[src/hdl/bdne_pkg.sv]
package bdne_pkg;

  // Field widths of the sample and event beats.
  localparam int IDX_W   = 6;
  localparam int NOTE_W  = 7;
  localparam int VEL_W   = 7;
  localparam int CNT_W   = 8;

  // Bank size default and configuration reset values.
  localparam int            NUM_BUTTONS_DEF    = 64;
  localparam logic [CNT_W-1:0] HOLD_THRESHOLD_RST = 8'd2;
  localparam logic [VEL_W-1:0] NOTE_VELOCITY_RST  = 7'd127;

  // Configuration register map.
  localparam int   APB_DATA_W = 32;
  localparam int   APB_ADDR_W = 3;
  localparam int   REG_IDX_W  = 1;
  localparam logic [REG_IDX_W-1:0] REG_HOLD_THRESHOLD = 1'd0;
  localparam logic [REG_IDX_W-1:0] REG_NOTE_VELOCITY  = 1'd1;

  // Note layout: six buttons per group, groups an octave apart.
  localparam int NOTES_PER_GROUP = 6;
  localparam int GROUP_STRIDE    = 12;
  // Division by six as a multiply by a reciprocal; exact for indexes below 128.
  localparam int DIV6_MUL   = 43;
  localparam int DIV6_SHIFT = 8;
  localparam int PROD_W     = IDX_W + 6;

  // Configuration seen by the datapath.
  typedef struct packed {
    logic [CNT_W-1:0] hold_threshold;
    logic [VEL_W-1:0] note_velocity;
  } cfg_t;

  // One stored entry per button.
  typedef struct packed {
    logic             level;
    logic [CNT_W-1:0] count;
  } entry_t;

  // Note number for a button index: group*12 + position in group.
  function automatic logic [NOTE_W-1:0] note_for(input logic [IDX_W-1:0] idx);
    logic [PROD_W-1:0] prod;
    logic [NOTE_W-1:0] grp;
    logic [NOTE_W-1:0] pos;
    prod = PROD_W'(idx) * PROD_W'(DIV6_MUL);
    grp  = NOTE_W'(prod >> DIV6_SHIFT);
    pos  = NOTE_W'(idx) - grp * NOTE_W'(NOTES_PER_GROUP);
    return grp * NOTE_W'(GROUP_STRIDE) + pos;
  endfunction

endpackage

[src/hdl/button_debounce_note_events.sv]
// Button debounce with note events.
//
// Sample channel (in_valid / in_stall): each beat carries one raw level for
// one button. A button index beyond the bank is dropped without effect.
// Event channel (out_valid / out_stall): a beat is produced only when a
// button's debounced level flips; it carries the note number, note on/off and
// the velocity (zero for note off).
// Configuration: APB write of hold_threshold at byte address 0 and
// note_velocity at byte address 4; pready is always high.
//
// Throughput is one sample per cycle while in_stall is low. Each sample does one
// read-modify-write of its button's entry in the state memory; the read
// latency is covered by forwarding the last write. A sample's event passes the
// lookup stage register and is then loaded into the output register.
// While the receiver stalls, the pending event is held; samples keep flowing
// until a second event is ready behind it, then in_stall rises.
// Reset clears all debounced levels and counters at once (per-entry valid
// flags) and loads threshold 2 and velocity 127; no clearing pass is needed.
module button_debounce_note_events #(
  parameter int NUM_BUTTONS = bdne_pkg::NUM_BUTTONS_DEF
) (
  input  logic                              clk,
  input  logic                              rst_n,
  input  logic                              in_valid,
  output logic                              in_stall,
  input  logic [bdne_pkg::IDX_W-1:0]        in_button_index,
  input  logic                              in_live_level,
  output logic                              out_valid,
  input  logic                              out_stall,
  output logic [bdne_pkg::NOTE_W-1:0]       out_note_number,
  output logic                              out_note_on,
  output logic [bdne_pkg::VEL_W-1:0]        out_velocity,
  input  logic                              psel,
  input  logic                              penable,
  input  logic                              pwrite,
  input  logic [bdne_pkg::APB_ADDR_W-1:0]   paddr,
  input  logic [bdne_pkg::APB_DATA_W-1:0]   pwdata,
  output logic [bdne_pkg::APB_DATA_W-1:0]   prdata,
  output logic                              pready
);

  logic [bdne_pkg::CNT_W-1:0]     hold_r;
  logic [bdne_pkg::VEL_W-1:0]     vel_r;
  logic [bdne_pkg::REG_IDX_W-1:0] reg_idx;
  logic                           wr_en;
  bdne_pkg::cfg_t                 cfg;

  assign pready  = 1'b1;
  assign reg_idx = paddr[bdne_pkg::APB_ADDR_W-1:2];
  assign wr_en   = psel && penable && pwrite && pready;

  // Configuration registers.
  always_ff @(posedge clk) begin
    if (!rst_n) begin
      hold_r <= bdne_pkg::HOLD_THRESHOLD_RST;
      vel_r  <= bdne_pkg::NOTE_VELOCITY_RST;
    end else if (wr_en) begin
      unique case (reg_idx)
        bdne_pkg::REG_HOLD_THRESHOLD: hold_r <= pwdata[bdne_pkg::CNT_W-1:0];
        bdne_pkg::REG_NOTE_VELOCITY:  vel_r  <= pwdata[bdne_pkg::VEL_W-1:0];
        default: ;
      endcase
    end
  end

  // Read back.
  always_comb begin
    unique case (reg_idx)
      bdne_pkg::REG_HOLD_THRESHOLD: prdata = bdne_pkg::APB_DATA_W'(hold_r);
      bdne_pkg::REG_NOTE_VELOCITY:  prdata = bdne_pkg::APB_DATA_W'(vel_r);
      default:                      prdata = '0;
    endcase
  end

  assign cfg.hold_threshold = hold_r;
  assign cfg.note_velocity  = vel_r;

  bdne_core #(
    .NUM_BUTTONS (NUM_BUTTONS)
  ) u_core (
    .clk             (clk),
    .rst_n           (rst_n),
    .cfg             (cfg),
    .in_valid        (in_valid),
    .in_stall        (in_stall),
    .in_button_index (in_button_index),
    .in_live_level   (in_live_level),
    .out_valid       (out_valid),
    .out_stall       (out_stall),
    .out_note_number (out_note_number),
    .out_note_on     (out_note_on),
    .out_velocity    (out_velocity)
  );

endmodule

[src/hdl/bdne_ram.sv]
module bdne_ram #(
  parameter int WIDTH = 9,
  parameter int DEPTH = 64
) (
  input  logic                                  clk,
  input  logic                                  we,
  input  logic [(DEPTH > 1 ? $clog2(DEPTH) : 1)-1:0] waddr,
  input  logic [WIDTH-1:0]                      wdata,
  input  logic                                  re,
  input  logic [(DEPTH > 1 ? $clog2(DEPTH) : 1)-1:0] raddr,
  output logic [WIDTH-1:0]                      rdata
);

  logic [WIDTH-1:0] mem [DEPTH];
  logic [WIDTH-1:0] rdata_r;

  // Single write port, registered read port; a read of the entry being
  // written returns the old contents.
  always_ff @(posedge clk) begin
    if (we) begin
      mem[waddr] <= wdata;
    end
    if (re) begin
      rdata_r <= mem[raddr];
    end
  end

  assign rdata = rdata_r;

endmodule

[src/hdl/bdne_core.sv]
module bdne_core #(
  parameter int NUM_BUTTONS = bdne_pkg::NUM_BUTTONS_DEF
) (
  input  logic                          clk,
  input  logic                          rst_n,
  input  bdne_pkg::cfg_t                cfg,
  input  logic                          in_valid,
  output logic                          in_stall,
  input  logic [bdne_pkg::IDX_W-1:0]    in_button_index,
  input  logic                          in_live_level,
  output logic                          out_valid,
  input  logic                          out_stall,
  output logic [bdne_pkg::NOTE_W-1:0]   out_note_number,
  output logic                          out_note_on,
  output logic [bdne_pkg::VEL_W-1:0]    out_velocity
);

  localparam int AW = (NUM_BUTTONS > 1) ? $clog2(NUM_BUTTONS) : 1;

  logic accept;
  logic in_range;

  // Lookup stage: the entry is being read from memory.
  logic          s1_vld_r, s1_vld_nxt;
  logic [AW-1:0] s1_idx_r;
  logic          s1_lvl_r;
  logic          s1_inr_r;

  // Last entry written, forwarded to a lookup that read stale data.
  logic                    fwd_vld_r;
  logic [AW-1:0]           fwd_idx_r;
  bdne_pkg::entry_t        fwd_data_r;

  logic [NUM_BUTTONS-1:0]  ent_vld_r;
  logic [$bits(bdne_pkg::entry_t)-1:0] ram_rdata;

  bdne_pkg::entry_t cur;
  bdne_pkg::entry_t upd;
  logic mism;
  logic flip;
  logic res;
  logic s1_adv;
  logic we;

  // Output register.
  logic                        out_vld_r;
  logic [bdne_pkg::NOTE_W-1:0] out_note_r;
  logic                        out_on_r;
  logic [bdne_pkg::VEL_W-1:0]  out_vel_r;

  assign in_range = {1'b0, in_button_index} < (bdne_pkg::IDX_W + 1)'(NUM_BUTTONS);
  assign accept   = in_valid && !in_stall;

  bdne_ram #(
    .WIDTH ($bits(bdne_pkg::entry_t)),
    .DEPTH (NUM_BUTTONS)
  ) u_state_ram (
    .clk   (clk),
    .we    (we),
    .waddr (s1_idx_r),
    .wdata (upd),
    .re    (accept),
    .raddr (in_button_index[AW-1:0]),
    .rdata (ram_rdata)
  );

  // Current entry: reset value for an out-of-range index or until first written, else the newest copy.
  always_comb begin
    if (!s1_inr_r || !ent_vld_r[s1_idx_r]) begin
      cur = '0;
    end else if (fwd_vld_r && (fwd_idx_r == s1_idx_r)) begin
      cur = fwd_data_r;
    end else begin
      cur = bdne_pkg::entry_t'(ram_rdata);
    end
  end

  // Debounce decision and the updated entry.
  always_comb begin
    mism = (s1_lvl_r != cur.level);
    flip = mism && (cur.count >= cfg.hold_threshold);
    res  = s1_inr_r && flip;
    upd  = cur;
    if (!mism) begin
      upd.count = '0;
    end else if (flip) begin
      upd.level = s1_lvl_r;
      upd.count = '0;
    end else if (cur.count != '1) begin
      upd.count = cur.count + 1'b1;
    end
  end

  // The lookup stage holds only when its event finds the output register blocked.
  assign s1_adv   = s1_vld_r && !(res && out_vld_r && out_stall);
  assign in_stall = s1_vld_r && res && out_vld_r && out_stall;
  assign we       = s1_adv && s1_inr_r;

  always_comb begin
    if (accept) begin
      s1_vld_nxt = 1'b1;
    end else if (s1_adv) begin
      s1_vld_nxt = 1'b0;
    end else begin
      s1_vld_nxt = s1_vld_r;
    end
  end

  always_ff @(posedge clk) begin
    if (!rst_n) begin
      s1_vld_r  <= 1'b0;
      fwd_vld_r <= 1'b0;
      ent_vld_r <= '0;
    end else begin
      s1_vld_r <= s1_vld_nxt;
      if (we) begin
        fwd_vld_r           <= 1'b1;
        ent_vld_r[s1_idx_r] <= 1'b1;
      end
    end
  end

  always_ff @(posedge clk) begin
    if (accept) begin
      s1_idx_r <= in_button_index[AW-1:0];
      s1_lvl_r <= in_live_level;
      s1_inr_r <= in_range;
    end
    if (we) begin
      fwd_idx_r  <= s1_idx_r;
      fwd_data_r <= upd;
    end
  end

  // Event beat register.
  always_ff @(posedge clk) begin
    if (!rst_n) begin
      out_vld_r <= 1'b0;
    end else if (s1_adv && res) begin
      out_vld_r <= 1'b1;
    end else if (!out_stall) begin
      out_vld_r <= 1'b0;
    end
  end

  always_ff @(posedge clk) begin
    if (s1_adv && res) begin
      out_note_r <= bdne_pkg::note_for(bdne_pkg::IDX_W'(s1_idx_r));
      out_on_r   <= s1_lvl_r;
      out_vel_r  <= s1_lvl_r ? cfg.note_velocity : '0;
    end
  end

  assign out_valid       = out_vld_r;
  assign out_note_number = out_note_r;
  assign out_note_on     = out_on_r;
  assign out_velocity    = out_vel_r;

`ifndef ASSERT_OFF
  // Input is held back only by a blocked event behind a full output register.
  a_stall_cause: assert property (@(posedge clk) disable iff (!rst_n)
    in_stall |-> (s1_vld_r && out_vld_r))
    else $error("input stalled without a blocked event");

  // An event is only ever raised by a sample that differs from the stored level.
  a_event_on_mismatch: assert property (@(posedge clk) disable iff (!rst_n)
    (s1_adv && res) |-> (s1_lvl_r != cur.level && upd.count == '0))
    else $error("event raised without a level change");

  // Every entry write is captured for forwarding to the next lookup.
  a_forward_capture: assert property (@(posedge clk) disable iff (!rst_n)
    we |=> (fwd_vld_r && fwd_idx_r == $past(s1_idx_r)))
    else $error("entry write not captured for forwarding");

  // A new event is loaded only when the previous one has left or is leaving.
  a_no_overwrite: assert property (@(posedge clk) disable iff (!rst_n)
    (s1_adv && res) |-> (!out_vld_r || !out_stall))
    else $error("pending event overwritten");
`endif

endmodule

[config.mk]
export PLATFORM = sky130hd
export DESIGN_NAME = button_debounce_note_events
export DESIGN_NICKNAME = d
export VERILOG_FILES = /design/src/hdl/bdne_pkg.sv /design/src/hdl/button_debounce_note_events.sv /design/src/hdl/bdne_ram.sv /design/src/hdl/bdne_core.sv
export SDC_FILE = /design/constraint.sdc
export NUM_CORES = 1
export LEC_CHECK = 0
export BUFFER_PORTS_ARGS = -buffer_cell sky130_fd_sc_hd__buf_2
export CAP_MARGIN = 20
export CORE_ASPECT_RATIO = 0.7
export CORE_MARGIN = 2
export CORE_UTILIZATION = 40
export CTS_CLUSTER_DIAMETER = 40
export DETAILED_ROUTE_END_ITERATION = 10
export HOLD_SLACK_MARGIN = 0.15
export SYNTH_ARGS = -nofsm -noshare
export SYNTH_HDL_FRONTEND = slang
export SYNTH_SLANG_ARGS = --single-unit
[constraint.sdc]
create_clock -name clk -period 12.5 [get_ports clk]
set_input_delay 0.625 -clock clk [delete_from_list [all_inputs] [get_ports clk]]
set_output_delay 0.625 -clock clk [all_outputs]
set_load 0.01 [all_outputs]
==> results.cfg <==
[synth]
synthTopCellsByArea = edfxtp_1 (64%), mux4_2 (15%), dfxtp_1 (5.6%), nand2_1 (2.4%), ha_1 (2.3%)
syn_area_per_cell_um2 = 17.6
synthTopCellsByCount = edfxtp_1 (622), mux4_2 (202), nand2_1 (189)
yosysTopAreaCellShare_pct = 63.5
yosysUniqueCellTypes = 59
async_flop_share_pct = 0
syn_area_um2 = 29400
synth_seq_cells = 704
synth-edff-count = 622
synth_area_leader_cell = edfxtp_1
yosys_warnings = 0
synth_flop_cell = edfxtp_1
ys_seq_area_share_pct = 69.1
synth.most_common_cell = edfxtp_1
postSynthCellCount = 1672

[timing]
setup_tns_ns = 0
fmax_mhz = 149
setup_violations = 0
rsz0062_at_grt = false
hold_viol = 0
max_slew_margin_pct = 23.8
fin_crit_ns = 6.72
fin_skew_ns = 0.0262
period_share_pct = 53.7
tightestPinTransition_ns = 1.14
slew_violations = 0

[setup_path]
critical_path.startpoint = u_core.s1_idx_r[0]
r2r_start = u_core.s1_idx_r[0]
cp.arrival_ns = 6.95
cp.required_ns = 12.73
start_kind = flop
crit_type = reg -> reg
path_max_fanout = 80
critPathCaptureType = flop

[hold_path]
hold_start = in_live_level
hp-class = in -> reg

[clock_network]
cts_buffers = 75
cts_max_path_buffers = 3
cts_root_buffer = clkbuf_16
postCtsSetupBuffers = 0
cts.sinks = 704
tritoncts = done
worst_skew_pair.late_latency_ns = 0.62
cts_resized = 0
ctsHoldBuffers = 0
htreeDepth = 3
clkTransAtPathRegs_ns = 0.06

[global_route]
grt_usage_pct = 17.9
grt_pass1_vias = 14900
antenna_found_initial = 3
grt_pass1_wl_mm = 99.2
grt_max_degree = 92
overflow = 0

[route]
drc_errors = 0
vias_per_cell = 5.51
ant_nets = 0
wl_per_cell_um = 24.2
drt_iter0_markers = 1769
dr.pass1.iters = 5
drt-total-wl_mm = 67.0
vias = 15300

[pwr]
ir_worst_vdd_v = 0.000136
p_per_area_nw_per_um2 = 168
p_leak_nw = 11.1

[place]
gp_congestion = 0.787
port_buffers = 47
placed_cell_area_um2 = 30700
hpwl_mm = 41.0

[floorplanning]
io_pins = 99
die_y_um = 231
dieArea_um2 = 75700
initial_core_util_pct = 40.3
fp.dieW_um = 328
fp-row-count = 83
core_um2 = 73000

[run]
cap_viol_max_count = 0

[status]
outcome = finished clean

[cells_and_area]
area_delta_synth_final_pct = 13.2
fillers = 6208
final_nets = 1840
final_design_area_no_fill_um2 = 33300
drive_gt1_share_pct = 23.5
-- layer usage --
metal | global-route usage [%] | share of wire [%] | up-vias | routed length [um]
met5 | 0 | 0 | - | 0
met3 | 4.77 | 8.3 | 81 | 5560
met2 | 25.3 | 44 | 514 | 29200
met4 | 3.83 | 1.7 | 0 | 1110
li1 | - | - | 6690 | -
met1 | 27.6 | 47 | 7977 | 31200
-- logic make-up after synthesis --
family | share of synthesized area [%]
XOR/XNOR | 0.774
flip-flops | 69.1
buffers and inverters | 2.54
adder cells (fa/ha/maj) | 2.73
multiplexers | 16.3
other | 0.0255
AO/OA/AOI/OAI | 3.45
AND/OR/NAND/NOR | 5.14
-- stage by stage --
stage / total power, mW / utilization (%) / setup slack [ns] / hold slack (ns) / cells
floorplan: 3.19 / - / 1.55 / 0.419 / 1695
global placement: 3.36 / 42.0 / 5.94 / 0.427 / 2627
detailed placement: 3.37 / 42.1 / 5.79 / 0.434 / 2629
CTS: 5.64 / 45.6 / 5.76 / 0.169 / 2765
global route: 5.81 / 45.6 / 5.28 / 0.163 / 2767
finish: 5.59 / 45.6 / 5.78 / 0.196 / 2769
-- report_power, final --
part / switching (mW) / internal [mW]
combinational: 0.386 / 0.284
sequential: 0.0142 / 2.63
clock: 0.940 / 1.33
-- registers in the layout, indices dropped and copies added (netlist names), 6 cells and up --
name,count
u_core.s1_idx_r,6
u_core.u_state_ram.mem,576
u_core.fwd_idx_r,6
u_core.out_velocity,7
vel_r,7
u_core.out_note_number,7
u_core.ent_vld_r,64
u_core.u_state_ram.rdata,9
u_core.fwd_data_r,9
hold_r,8
-- placed cells by master (no fill, tap or decap), types with 5 or more instances in the layout --
| cell type | instances |
|---|---|
| a21boi_0 | 7 |
| a21o_1 | 5 |
| a21oi_1 | 13 |
| and2_1 | 9 |
| buf_2 | 45 |
| buf_4 | 23 |
| bufinv_16 | 8 |
| clkbuf_1 | 9 |
| clkbuf_16 | 77 |
| clkinv_1 | 7 |
| clkinv_2 | 8 |
| clkinv_4 | 8 |
| conb_1 | 25 |
| dfxtp_1 | 82 |
| edfxtp_1 | 622 |
| fa_1 | 7 |
| ha_1 | 53 |
| inv_1 | 42 |
| inv_6 | 11 |
| mux2_2 | 8 |
| mux2i_1 | 14 |
| mux4_2 | 202 |
| nand2_1 | 189 |
| nand3_1 | 19 |
| nand4_1 | 7 |
| nor2_1 | 95 |
| nor2b_1 | 5 |
| nor3_1 | 8 |
| o21ai_0 | 17 |
| o31ai_1 | 67 |
| xnor2_1 | 21 |
| xor2_1 | 5 |
-- path summary, 6_finish.rpt --
kind,end,slack (ns),depth (start not counted)
worst min register to register,u_core.ent_vld_r[13],0.44,2
worst max register to register,u_core.u_state_ram.mem[46][5],5.78,16
worst min-delay path,u_core.s1_lvl_r,0.20,1
worst max-delay path,u_core.u_state_ram.mem[46][5],5.78,16
-- layout make-up --
class	count	area [um^2]	share of cell area, %
Antenna cell	2	5.00	0.0150
Clock buffer	89	2000	6.01
Clock inverter	47	528	1.59
Inverter	43	161	0.485
Multi-Input combinational cell	833	8550	25.7
Sequential cell	704	20300	61.0
Tap cell	977	1220	3.67
Timing Repair Buffer	74	502	1.51
-- critical path, cell delays in order (launching register included) --
cell,delay (ns)
edfxtp_1,0.49
buf_4,0.44
mux4_2,0.55
nand2b_1,0.21
a41o_1,0.28
nor4_1,0.82
or3_1,0.29
ha_1,0.24
nand2b_1,0.14
a2111oi_0,0.41
o21bai_1,0.16
a221oi_2,0.26
buf_4,0.24
a211oi_4,0.06
buf_4,0.33
buf_4,0.45
nor2_1,0.87
No activity file was read; power rests on OpenSTA's default activity.
